**src/sv/udpcs_pkg.sv**
```systemverilog
// udpcs_pkg: shared types, constants and helpers for the udp/ipv4 checksum generator
`default_nettype none
package udpcs_pkg;

    // input request: one payload word
    typedef struct packed {
        logic [15:0] payload_word;
        logic [1:0]  valid_bytes;
        logic        is_last;
    } in_item_t;

    // result: lengths, checksums and error flag of one datagram
    typedef struct packed {
        logic [15:0] udp_length;
        logic [15:0] udp_checksum;
        logic [15:0] ip_total_length;
        logic [15:0] ip_header_checksum;
        logic        length_error;
    } out_item_t;

    // finished payload totals handed from front to back
    typedef struct packed {
        logic [15:0] payload_sum;
        logic [16:0] byte_count;
    } job_t;

    // configuration register file contents
    typedef struct packed {
        logic [31:0] source_address;
        logic [31:0] dest_address;
        logic [15:0] source_port;
        logic [15:0] dest_port;
        logic [7:0]  ip_protocol_number;
    } cfg_t;

    localparam int CFG_INDEX_W  = 3;
    localparam int CFG_DATA_W   = 32;
    localparam int QUEUE_DEPTH  = 4;

    // register indexes
    localparam logic [CFG_INDEX_W-1:0] CFG_SOURCE_ADDRESS = 3'd0;
    localparam logic [CFG_INDEX_W-1:0] CFG_DEST_ADDRESS   = 3'd1;
    localparam logic [CFG_INDEX_W-1:0] CFG_SOURCE_PORT    = 3'd2;
    localparam logic [CFG_INDEX_W-1:0] CFG_DEST_PORT      = 3'd3;
    localparam logic [CFG_INDEX_W-1:0] CFG_IP_PROTOCOL    = 3'd4;

    // valid_bytes codes
    localparam logic [1:0] VB_NONE = 2'd0;
    localparam logic [1:0] VB_HIGH = 2'd1;
    localparam logic [1:0] VB_BOTH = 2'd2;
    localparam logic [1:0] VB_WIDE = 2'd3;

    localparam logic [7:0]  IP_PROTO_UDP       = 8'd17;
    localparam logic [16:0] COUNT_CEILING      = 17'h1FFFF;
    localparam logic [16:0] MAX_PAYLOAD_BYTES  = 17'd65507;
    localparam logic [16:0] UDP_HEADER_BYTES   = 17'd8;
    localparam logic [16:0] IP_UDP_HEADER_BYTES = 17'd28;
    localparam logic [15:0] LENGTH_CEILING     = 16'hFFFF;
    // version/ihl word, flags word (df set) and ttl byte of the ipv4 header
    localparam logic [15:0] IP_VER_IHL_WORD    = 16'h4500;
    localparam logic [15:0] IP_FLAGS_WORD      = 16'h4000;
    localparam logic [7:0]  IP_TTL             = 8'h40;

    // end-around carry fold of a sum of up to sixteen 16-bit words
    function automatic logic [15:0] ones_fold(input logic [19:0] value);
        logic [16:0] f1;
        logic [16:0] f2;
        f1 = {1'b0, value[15:0]} + {13'd0, value[19:16]};
        f2 = {1'b0, f1[15:0]} + {16'd0, f1[16]};
        return f2[15:0];
    endfunction

endpackage
`default_nettype wire

```
**src/sv/udp_ipv4_header_checksum_gen_top.sv**
```systemverilog
// udp_ipv4_header_checksum_gen_top: udp/ipv4 length and checksum generator top level
//
//   channel   ports                              moves
//   payload   s_valid s_ready s_data             one 16-bit payload word per request
//   result    m_valid m_ready m_data             lengths and checksums per datagram
//   config    cfg_valid cfg_ready cfg_index      one register write per request
//             cfg_data
//
// one payload word is taken every cycle while s_ready is high; the front
// accumulator does one 16-bit end-around-carry add per word. a datagram result
// passes a four-entry queue and three pipeline stages after its last word is taken.
// s_ready drops only while the queue holds QUEUE_DEPTH finished datagrams that
// the stalled result side has not drained. reset clears the accumulators, the
// queue and the pipeline at once and loads the register reset values.
`default_nettype none
module udp_ipv4_header_checksum_gen_top
    import udpcs_pkg::*;
#(
    parameter int QUEUE_DEPTH_P = QUEUE_DEPTH
) (
    input  wire logic                   aclk,
    input  wire logic                   aresetn,
    input  wire logic                   s_valid,
    output logic                        s_ready,
    input  wire in_item_t               s_data,
    output logic                        m_valid,
    input  wire logic                   m_ready,
    output out_item_t                   m_data,
    input  wire logic                   cfg_valid,
    output logic                        cfg_ready,
    input  wire logic [CFG_INDEX_W-1:0] cfg_index,
    input  wire logic [CFG_DATA_W-1:0]  cfg_data
);

    cfg_t     cfg_reg, cfg_next;
    logic     q_full;
    logic     q_push;
    job_t     q_job;
    job_t     pop_job;
    logic     q_pop_valid;
    logic     q_pop_ready;

    // register file, writes always taken
    assign cfg_ready = 1'b1;

    always_comb begin
        cfg_next = cfg_reg;
        if (cfg_valid) begin
            unique case (cfg_index)
                CFG_SOURCE_ADDRESS: cfg_next.source_address     = cfg_data;
                CFG_DEST_ADDRESS:   cfg_next.dest_address       = cfg_data;
                CFG_SOURCE_PORT:    cfg_next.source_port        = cfg_data[15:0];
                CFG_DEST_PORT:      cfg_next.dest_port          = cfg_data[15:0];
                CFG_IP_PROTOCOL:    cfg_next.ip_protocol_number = cfg_data[7:0];
                default:            cfg_next = cfg_reg;
            endcase
        end
    end

    always_ff @(posedge aclk) begin
        if (!aresetn) begin
            cfg_reg.source_address     <= 32'd0;
            cfg_reg.dest_address       <= 32'd0;
            cfg_reg.source_port        <= 16'd0;
            cfg_reg.dest_port          <= 16'd0;
            cfg_reg.ip_protocol_number <= IP_PROTO_UDP;
        end else begin
            cfg_reg <= cfg_next;
        end
    end

    // accumulate payload words
    udpcs_front u_front (
        .aclk    (aclk),
        .aresetn (aresetn),
        .s_valid (s_valid),
        .s_ready (s_ready),
        .s_data  (s_data),
        .q_full  (q_full),
        .q_push  (q_push),
        .q_job   (q_job)
    );

    // finished datagram totals
    udpcs_queue #(
        .DEPTH (QUEUE_DEPTH_P)
    ) u_queue (
        .aclk      (aclk),
        .aresetn   (aresetn),
        .push      (q_push),
        .push_job  (q_job),
        .full      (q_full),
        .pop_ready (q_pop_ready),
        .pop_valid (q_pop_valid),
        .pop_job   (pop_job)
    );

    // checksum back end
    udpcs_back u_back (
        .aclk      (aclk),
        .aresetn   (aresetn),
        .cfg       (cfg_reg),
        .pop_job   (pop_job),
        .pop_valid (q_pop_valid),
        .pop_ready (q_pop_ready),
        .m_valid   (m_valid),
        .m_ready   (m_ready),
        .m_data    (m_data)
    );

endmodule
`default_nettype wire

```
**src/sv/udpcs_front.sv**
```systemverilog
// udpcs_front: accepts payload words, keeps running sum and byte count, queues totals
`default_nettype none
module udpcs_front
    import udpcs_pkg::*;
(
    input  wire logic     aclk,
    input  wire logic     aresetn,
    input  wire logic     s_valid,
    output logic          s_ready,
    input  wire in_item_t s_data,
    input  wire logic     q_full,
    output logic          q_push,
    output job_t          q_job
);

    logic [15:0] sum_reg,   sum_next;
    logic [16:0] count_reg, count_next;
    logic        odd_reg,   odd_next;

    logic        accept;
    logic [15:0] contrib;
    logic [1:0]  add_n;
    logic [7:0]  hi_byte;
    logic [7:0]  lo_byte;
    logic [16:0] sum_raw;
    logic [15:0] sum_upd;
    logic [17:0] count_sum;
    logic [16:0] count_upd;
    logic        odd_upd;

    assign s_ready = !q_full;
    assign accept  = s_valid && s_ready;
    assign hi_byte = s_data.payload_word[15:8];
    assign lo_byte = s_data.payload_word[7:0];

    // word contribution, swapped when an odd byte came before
    always_comb begin
        contrib = 16'd0;
        add_n   = 2'd0;
        odd_upd = odd_reg;
        unique case (s_data.valid_bytes)
            VB_BOTH, VB_WIDE: begin
                contrib = odd_reg ? {lo_byte, hi_byte} : s_data.payload_word;
                add_n   = 2'd2;
            end
            VB_HIGH: begin
                contrib = odd_reg ? {8'd0, hi_byte} : {hi_byte, 8'd0};
                add_n   = 2'd1;
                odd_upd = !odd_reg;
            end
            VB_NONE: begin
                contrib = 16'd0;
                add_n   = 2'd0;
            end
            default: begin
                contrib = 16'd0;
                add_n   = 2'd0;
            end
        endcase
    end

    // ones' complement add and saturating count
    assign sum_raw   = {1'b0, sum_reg} + {1'b0, contrib};
    assign sum_upd   = ones_fold({3'd0, sum_raw});
    assign count_sum = {1'b0, count_reg} + {16'd0, add_n};
    assign count_upd = (count_sum > {1'b0, COUNT_CEILING}) ? COUNT_CEILING
                                                           : count_sum[16:0];

    // hand totals to the queue on the last word
    assign q_push            = accept && s_data.is_last;
    assign q_job.payload_sum = sum_upd;
    assign q_job.byte_count  = count_upd;

    always_comb begin
        sum_next   = sum_reg;
        count_next = count_reg;
        odd_next   = odd_reg;
        if (accept) begin
            if (s_data.is_last) begin
                sum_next   = 16'd0;
                count_next = 17'd0;
                odd_next   = 1'b0;
            end else begin
                sum_next   = sum_upd;
                count_next = count_upd;
                odd_next   = odd_upd;
            end
        end
    end

    always_ff @(posedge aclk) begin
        if (!aresetn) begin
            sum_reg   <= 16'd0;
            count_reg <= 17'd0;
            odd_reg   <= 1'b0;
        end else begin
            sum_reg   <= sum_next;
            count_reg <= count_next;
            odd_reg   <= odd_next;
        end
    end

endmodule
`default_nettype wire

```
**src/sv/udpcs_queue.sv**
```systemverilog
// udpcs_queue: short fifo of finished payload totals between front and back
`default_nettype none
module udpcs_queue
    import udpcs_pkg::*;
#(
    parameter int DEPTH = QUEUE_DEPTH
) (
    input  wire logic     aclk,
    input  wire logic     aresetn,
    input  wire logic     push,
    input  wire job_t     push_job,
    output logic          full,
    input  wire logic     pop_ready,
    output logic          pop_valid,
    output job_t          pop_job
);

    localparam int PTR_W   = (DEPTH > 1) ? $clog2(DEPTH) : 1;
    localparam int COUNT_W = $clog2(DEPTH + 1);
    localparam logic [PTR_W-1:0]   LAST_PTR   = PTR_W'(DEPTH - 1);
    localparam logic [COUNT_W-1:0] FULL_COUNT = COUNT_W'(DEPTH);

    job_t              mem [DEPTH];
    logic [PTR_W-1:0]   wr_ptr_reg, wr_ptr_next;
    logic [PTR_W-1:0]   rd_ptr_reg, rd_ptr_next;
    logic [COUNT_W-1:0] count_reg,  count_next;
    logic               pop;

    assign full      = (count_reg == FULL_COUNT);
    assign pop_valid = (count_reg != '0);
    assign pop       = pop_valid && pop_ready;
    assign pop_job   = mem[rd_ptr_reg];

    // pointer wrap and occupancy
    always_comb begin
        wr_ptr_next = wr_ptr_reg;
        rd_ptr_next = rd_ptr_reg;
        count_next  = count_reg;
        if (push) begin
            wr_ptr_next = (wr_ptr_reg == LAST_PTR) ? '0 : wr_ptr_reg + 1'b1;
        end
        if (pop) begin
            rd_ptr_next = (rd_ptr_reg == LAST_PTR) ? '0 : rd_ptr_reg + 1'b1;
        end
        if (push && !pop) begin
            count_next = count_reg + 1'b1;
        end else if (pop && !push) begin
            count_next = count_reg - 1'b1;
        end
    end

    always_ff @(posedge aclk) begin
        if (!aresetn) begin
            wr_ptr_reg <= '0;
            rd_ptr_reg <= '0;
            count_reg  <= '0;
        end else begin
            wr_ptr_reg <= wr_ptr_next;
            rd_ptr_reg <= rd_ptr_next;
            count_reg  <= count_next;
        end
    end

    // storage write
    always_ff @(posedge aclk) begin
        if (push) begin
            mem[wr_ptr_reg] <= push_job;
        end
    end

endmodule
`default_nettype wire

```
**src/sv/udpcs_back.sv**
```systemverilog
// udpcs_back: back end, takes queued totals into the checksum pipeline
`default_nettype none
module udpcs_back
    import udpcs_pkg::*;
(
    input  wire logic      aclk,
    input  wire logic      aresetn,
    input  wire cfg_t      cfg,
    input  wire job_t      pop_job,
    input  wire logic      pop_valid,
    output logic           pop_ready,
    output logic           m_valid,
    input  wire logic      m_ready,
    output out_item_t      m_data
);

    // lengths and both checksums
    udpcs_engine u_engine (
        .aclk      (aclk),
        .aresetn   (aresetn),
        .cfg       (cfg),
        .pop_job   (pop_job),
        .pop_valid (pop_valid),
        .pop_ready (pop_ready),
        .m_valid   (m_valid),
        .m_ready   (m_ready),
        .m_data    (m_data)
    );

endmodule
`default_nettype wire

```
**src/sv/udpcs_engine.sv**
```systemverilog
// udpcs_engine: three-stage pipeline building lengths and both checksums
`default_nettype none
module udpcs_engine
    import udpcs_pkg::*;
(
    input  wire logic     aclk,
    input  wire logic     aresetn,
    input  wire cfg_t     cfg,
    input  wire job_t     pop_job,
    input  wire logic     pop_valid,
    output logic          pop_ready,
    output logic          m_valid,
    input  wire logic     m_ready,
    output out_item_t     m_data
);

    // stage one: lengths and partial sums
    logic        st1_valid_reg, st1_valid_next;
    logic [15:0] st1_sum_reg;
    logic [15:0] st1_ulen_reg;
    logic [15:0] st1_tlen_reg;
    logic        st1_err_reg;
    logic [17:0] st1_addr_reg;
    logic [17:0] st1_port_reg;

    // stage two: full sums before folding
    logic        st2_valid_reg, st2_valid_next;
    logic [19:0] st2_udp_reg;
    logic [19:0] st2_ip_reg;
    logic [15:0] st2_ulen_reg;
    logic [15:0] st2_tlen_reg;
    logic        st2_err_reg;

    // output register
    logic        out_valid_reg, out_valid_next;
    out_item_t   out_data_reg;

    logic        out_take;
    logic        st2_ready;
    logic        st1_ready;
    logic        pop;

    logic [17:0] ulen_wide;
    logic [17:0] tlen_wide;
    logic [15:0] ulen_sat;
    logic [15:0] tlen_sat;
    logic        err_flag;
    logic [17:0] addr_sum;
    logic [17:0] port_sum;
    logic [19:0] udp_total;
    logic [19:0] ip_total;
    logic [15:0] udp_fold;
    logic [15:0] ip_fold;
    logic [15:0] udp_csum;

    // stall chain: a stage moves when the one after it has room
    assign out_take  = !out_valid_reg || m_ready;
    assign st2_ready = !st2_valid_reg || out_take;
    assign st1_ready = !st1_valid_reg || st2_ready;
    assign pop       = pop_valid && st1_ready;

    assign pop_ready = st1_ready;

    assign m_valid = out_valid_reg;
    assign m_data  = out_data_reg;

    // saturating lengths and oversize flag
    assign ulen_wide = {1'b0, pop_job.byte_count} + {1'b0, UDP_HEADER_BYTES};
    assign tlen_wide = {1'b0, pop_job.byte_count} + {1'b0, IP_UDP_HEADER_BYTES};
    assign ulen_sat  = (ulen_wide[17:16] != 2'd0) ? LENGTH_CEILING : ulen_wide[15:0];
    assign tlen_sat  = (tlen_wide[17:16] != 2'd0) ? LENGTH_CEILING : tlen_wide[15:0];
    assign err_flag  = (pop_job.byte_count > MAX_PAYLOAD_BYTES);

    // address words and ports with the udp protocol number
    assign addr_sum = {2'd0, cfg.source_address[31:16]} + {2'd0, cfg.source_address[15:0]}
                    + {2'd0, cfg.dest_address[31:16]}   + {2'd0, cfg.dest_address[15:0]};
    assign port_sum = {2'd0, cfg.source_port} + {2'd0, cfg.dest_port}
                    + {10'd0, IP_PROTO_UDP};

    // pseudo-header, ports, length twice and payload; ipv4 header words
    assign udp_total = {4'd0, st1_sum_reg} + {2'd0, st1_addr_reg} + {2'd0, st1_port_reg}
                     + {3'd0, st1_ulen_reg, 1'b0};
    assign ip_total  = {4'd0, IP_VER_IHL_WORD} + {4'd0, IP_FLAGS_WORD}
                     + {4'd0, IP_TTL, cfg.ip_protocol_number}
                     + {4'd0, st1_tlen_reg} + {2'd0, st1_addr_reg};

    // fold, complement, zero udp checksum sent as all ones
    assign udp_fold = ones_fold(st2_udp_reg);
    assign ip_fold  = ones_fold(st2_ip_reg);
    assign udp_csum = (udp_fold == 16'hFFFF) ? 16'hFFFF : ~udp_fold;

    always_comb begin
        st1_valid_next = st1_ready ? pop_valid : st1_valid_reg;
        st2_valid_next = st2_ready ? st1_valid_reg : st2_valid_reg;
        out_valid_next = out_take ? st2_valid_reg : out_valid_reg;
    end

    always_ff @(posedge aclk) begin
        if (!aresetn) begin
            st1_valid_reg <= 1'b0;
            st2_valid_reg <= 1'b0;
            out_valid_reg <= 1'b0;
        end else begin
            st1_valid_reg <= st1_valid_next;
            st2_valid_reg <= st2_valid_next;
            out_valid_reg <= out_valid_next;
        end
    end

    // stage payloads
    always_ff @(posedge aclk) begin
        if (pop) begin
            st1_sum_reg  <= pop_job.payload_sum;
            st1_ulen_reg <= ulen_sat;
            st1_tlen_reg <= tlen_sat;
            st1_err_reg  <= err_flag;
            st1_addr_reg <= addr_sum;
            st1_port_reg <= port_sum;
        end
        if (st2_ready && st1_valid_reg) begin
            st2_udp_reg  <= udp_total;
            st2_ip_reg   <= ip_total;
            st2_ulen_reg <= st1_ulen_reg;
            st2_tlen_reg <= st1_tlen_reg;
            st2_err_reg  <= st1_err_reg;
        end
        if (out_take && st2_valid_reg) begin
            out_data_reg.udp_length         <= st2_ulen_reg;
            out_data_reg.udp_checksum       <= udp_csum;
            out_data_reg.ip_total_length    <= st2_tlen_reg;
            out_data_reg.ip_header_checksum <= ~ip_fold;
            out_data_reg.length_error       <= st2_err_reg;
        end
    end

endmodule
`default_nettype wire

```
**config.mk**
```make
export PLATFORM = sky130hd
export DESIGN_NAME = udp_ipv4_header_checksum_gen_top
export DESIGN_NICKNAME = d
export VERILOG_FILES = /design/src/sv/udpcs_pkg.sv /design/src/sv/udp_ipv4_header_checksum_gen_top.sv /design/src/sv/udpcs_front.sv /design/src/sv/udpcs_queue.sv /design/src/sv/udpcs_back.sv /design/src/sv/udpcs_engine.sv
export SDC_FILE = /design/constraint.sdc
export NUM_CORES = 1
export LEC_CHECK = 0
export BUFFER_PORTS_ARGS = -buffer_cell sky130_fd_sc_hd__buf_2
export CORE_MARGIN = 2
export CORE_UTILIZATION = 34
export CTS_CLUSTER_DIAMETER = 30
export DETAILED_ROUTE_END_ITERATION = 10
export HOLD_SLACK_MARGIN = 0.08
export MAX_ROUTING_LAYER = met4
export PLACE_DENSITY = 0.62
export SYNTH_ARGS = -nofsm -noshare
export SYNTH_HDL_FRONTEND = slang
export SYNTH_SLANG_ARGS = --single-unit
```
**constraint.sdc**
```tcl
create_clock -name aclk -period 7.1 [get_ports aclk]
set_clock_uncertainty 0.1 [all_clocks]
set_input_delay 0.355 -clock aclk [delete_from_list [all_inputs] [get_ports aclk]]
set_output_delay 0.355 -clock aclk [all_outputs]
set_load 0.05 [all_outputs]
```
==> metrics.json <==
{
  "crit_fanout": 19,
  "drt_iter0_drc": 1116,
  "cell_internal_pwr_uw": 9800,
  "dominantRegCellSynth": "sky130_fd_sc_hd__edfxtp_1",
  "place.gp.congestion": 0.873,
  "finalNetCount": 2683,
  "fp.dieH_um": 278,
  "period_share": 0.897,
  "postLayoutSetupSlackWorst_ns": 0.730,
  "report.final.slew_viol_count": 0,
  "avgViaCountPerCell": 4.97,
  "ys_ff_latch": 504,
  "portBuffers": 125,
  "power.share.sequential": 0.315,
  "crit_start_category": "register",
  "grt_setup_unrepaired": "no",
  "setup_viol": 0,
  "synth_nets": 2481,
  "placement.cell_area_sq_um": 27200,
  "tightest_slew_ns": 1.27,
  "clock_sink_count": 504,
  "grt_antenna_before_repair": 3,
  "synth-edff-count": 354,
  "ioPinCount": 127,
  "cp_data_required_time_ns": 7.35,
  "cts_buffers": 95,
  "syn_avg_cell_area_sq_um": 11.6,
  "post-route-drc-count": 0,
  "die_area_sq_um": 77300,
  "cts.path.max_buffers": 3,
  "ir_drop_mv": 0.413,
  "floorplan_die_width_um": 278,
  "net-switching-power_uw": 5880,
  "cp_slowest_stage_delay_ns": 0.58,
  "relSlewSlack": 0.153,
  "largest_register_ffs": 132,
  "drtPass1Iterations": 5,
  "yosysUniqueCellTypes": 76,
  "layout_common_cells": "sky130_fd_sc_hd__edfxtp_1 (354), sky130_fd_sc_hd__nand2_1 (330), sky130_fd_sc_hd__a21oi_1 (167)",
  "track_usage": 0.158,
  "routed_wire_length_per_instance_um": 17.2,
  "power_leakage_uw": 0.0118,
  "path_class": "reg2reg",
  "post_synth_inst_count": 2203,
  "status": "finished, final reports clean",
  "preCtsSetupSlack_ns": 0.313,
  "core-area_sq_um": 74400,
  "synth_largest_area_cell": "sky130_fd_sc_hd__edfxtp_1",
  "comb_power_share": 0.397,
  "finalWirelength_mm": 59.2,
  "netlist_area_sq_um": 25500,
  "synth.top_cell.area_share": 0.416,
  "pwr-share-clk": 0.288,
  "grt_start_max_net_pins": 103,
  "max_cap_viol_count": 0,
  "crit_arrival_ns": 6.62,
  "layout_commonest_cell": "sky130_fd_sc_hd__edfxtp_1",
  "synthToLayoutAreaGrowth_pct": 21.0,
  "cts_max_level": 3,
  "worst_path_slowest_cell": "sky130_fd_sc_hd__or4_4",
  "setup-tns-final_ns": 0,
  "cts.clk_slew.worst_paths_ns": 0.05,
  "cell_at_the_root_of_the_clock_tree": "sky130_fd_sc_hd__clkbuf_16",
  "vias": 17100,
  "globalRoute.totalOverflow": 0,
  "ys_top_cells_by_area": "sky130_fd_sc_hd__edfxtp_1 (42%), sky130_fd_sc_hd__dfxtp_1 (12%), sky130_fd_sc_hd__ha_1 (6.8%)",
  "ant_nets": 0,
  "worstHoldPathType": "in2reg",
  "design_area_sq_um": 30900,
  "wire_length_of_the_first_global_routing_pass_mm": 93.0,
  "worst_skew_pair.late_latency_ns": 0.63,
  "final_layout_size_suffix_gt1_frac": 0.149,
  "number_of_synthesis_warnings": 0,
  "yosysSeqAreaShare": 0.534,
  "place_hpwl_mm": 43.6,
  "row_count": 100,
  "layout_min_cycle_time_ns": 6.37,
  "timing.critical_path.to_type": "register",
  "swShare": 0.375,
  "power_density_nw_per_um2": 508,
  "async_reset_ff_frac": 0,
  "start_util": 0.343,
  "rrSetupSlack_ns": 0.73,
  "number_of_hold_violations_in_the_final_report": 0,
  "cts_tree": "yes",
  "first_global_vias": 17300,
  "maxClockFrequency_mhz": 157
}
[power groups by stage]
stage / sequential [uW] / combinational [uW] / clock (uW)
global placement: 5000 / 5990 / 0
finish: 4940 / 6230 / 4510
global route: 5010 / 6990 / 4730
detailed placement: 5010 / 6170 / 0
floorplan: 4990 / 4470 / 0
CTS: 4960 / 6240 / 4600
[path summary, 6_finish.rpt]
kind / startpoint / end / depth (start not counted)
worst min register to register: u_back.u_engine.st2_tlen_reg[14] / u_back.u_engine.m_data[31] / 0
worst min-delay path: cfg_index[0] / cfg_reg[60] / 5
worst max register to register: u_front.odd_reg / u_queue.mem[3][32] / 27
worst max-delay path: u_front.odd_reg / u_queue.mem[3][32] / 27
[cell usage after synthesis, types with 11 or more instances]
master                     instances
sky130_fd_sc_hd__inv_1           111
sky130_fd_sc_hd__edfxtp_1        354
sky130_fd_sc_hd__nand2_1         330
sky130_fd_sc_hd__or3_1            14
sky130_fd_sc_hd__clkbuf_1         64
sky130_fd_sc_hd__xor2_1           56
sky130_fd_sc_hd__nand2b_1         20
sky130_fd_sc_hd__xnor2_1         106
sky130_fd_sc_hd__dfxtp_1         150
sky130_fd_sc_hd__nand3_1          60
sky130_fd_sc_hd__ha_1            138
sky130_fd_sc_hd__and3_1           24
sky130_fd_sc_hd__a22oi_1          25
sky130_fd_sc_hd__nor2_1          122
sky130_fd_sc_hd__a21o_1           15
sky130_fd_sc_hd__fa_1             81
sky130_fd_sc_hd__o211ai_1         17
sky130_fd_sc_hd__o21bai_1         11
sky130_fd_sc_hd__and2_1           18
sky130_fd_sc_hd__o21ai_0          69
sky130_fd_sc_hd__mux4_2           33
sky130_fd_sc_hd__o21a_1           11
sky130_fd_sc_hd__nor3_1           28
sky130_fd_sc_hd__nand4_1          15
sky130_fd_sc_hd__a21oi_1         168
sky130_fd_sc_hd__nor2b_1          18
sky130_fd_sc_hd__a31oi_1          14
[worst max-delay path, delay by kind of cell (launching register included)]
kind,cells,cell delay (ns)
DFF,1,0.50
and+or+nand+nor,14,2.94
AOI/OAI and AO/OA,6,1.05
xor gates and xnor gates,1,0.20
adders and majority gates,5,1.24
buffers and inverters,1,0.06
[what timing repair did]
item	in CTS	in global routing
endpoints found under the setup margin	0	18
hold buffers	36	0
hold endpoints to repair	108	0
resized for setup	0	1
setup buffers	0	0
[logic make-up (layout without fill, tap and decap cells)]
group	after synthesis	in the layout	share of synthesized area
AOI/OAI and AO/OA	393	393	0.0938
adders and majority gates	219	219	0.131
muxes	39	39	0.0315
and+or+nand+nor	701	701	0.126
xor gates and xnor gates	162	162	0.0556
DFF	504	504	0.534
other	1	2	0.000147
buffers and inverters	184	464	0.0276
[metal layers]
metal | vias to the layer above | part of all wire | global-route usage
met3 | 128 | 0.049 | 0.0259
li1 | 8322 | - | -
met5 | - | 0 | -
met4 | 0 | 0.043 | 0.0822
met2 | 446 | 0.48 | 0.256
met1 | 8253 | 0.43 | 0.189
[metrics by stage]
| step | power [uW] | hold slack [ns] | instances | utilization |
|---|---|---|---|---|
| final | 15700 | 0.130 | 3453 | 0.415 |
| after global routing | 16700 | 0.141 | 3453 | 0.415 |
| after global placement | 11000 | 0.308 | 3241 | 0.366 |
| after floorplan | 9460 | 0.300 | 2203 | - |
| after CTS | 15800 | 0.0894 | 3452 | 0.415 |
| after detailed placement | 11200 | 0.306 | 3241 | 0.366 |
[area by class of cell]
cell class	instances	area, sq um
Clock inverter	74	840
Antenna cell	1	2.50
Fill cell	6829	43500
Sequential cell	504	13600
Multi-Input combinational cell	1515	11200
Timing Repair Buffer	177	1110
Tap cell	969	1210
Inverter	112	423
Clock buffer	101	2450
No activity file was read; power rests on OpenSTA's default activity.
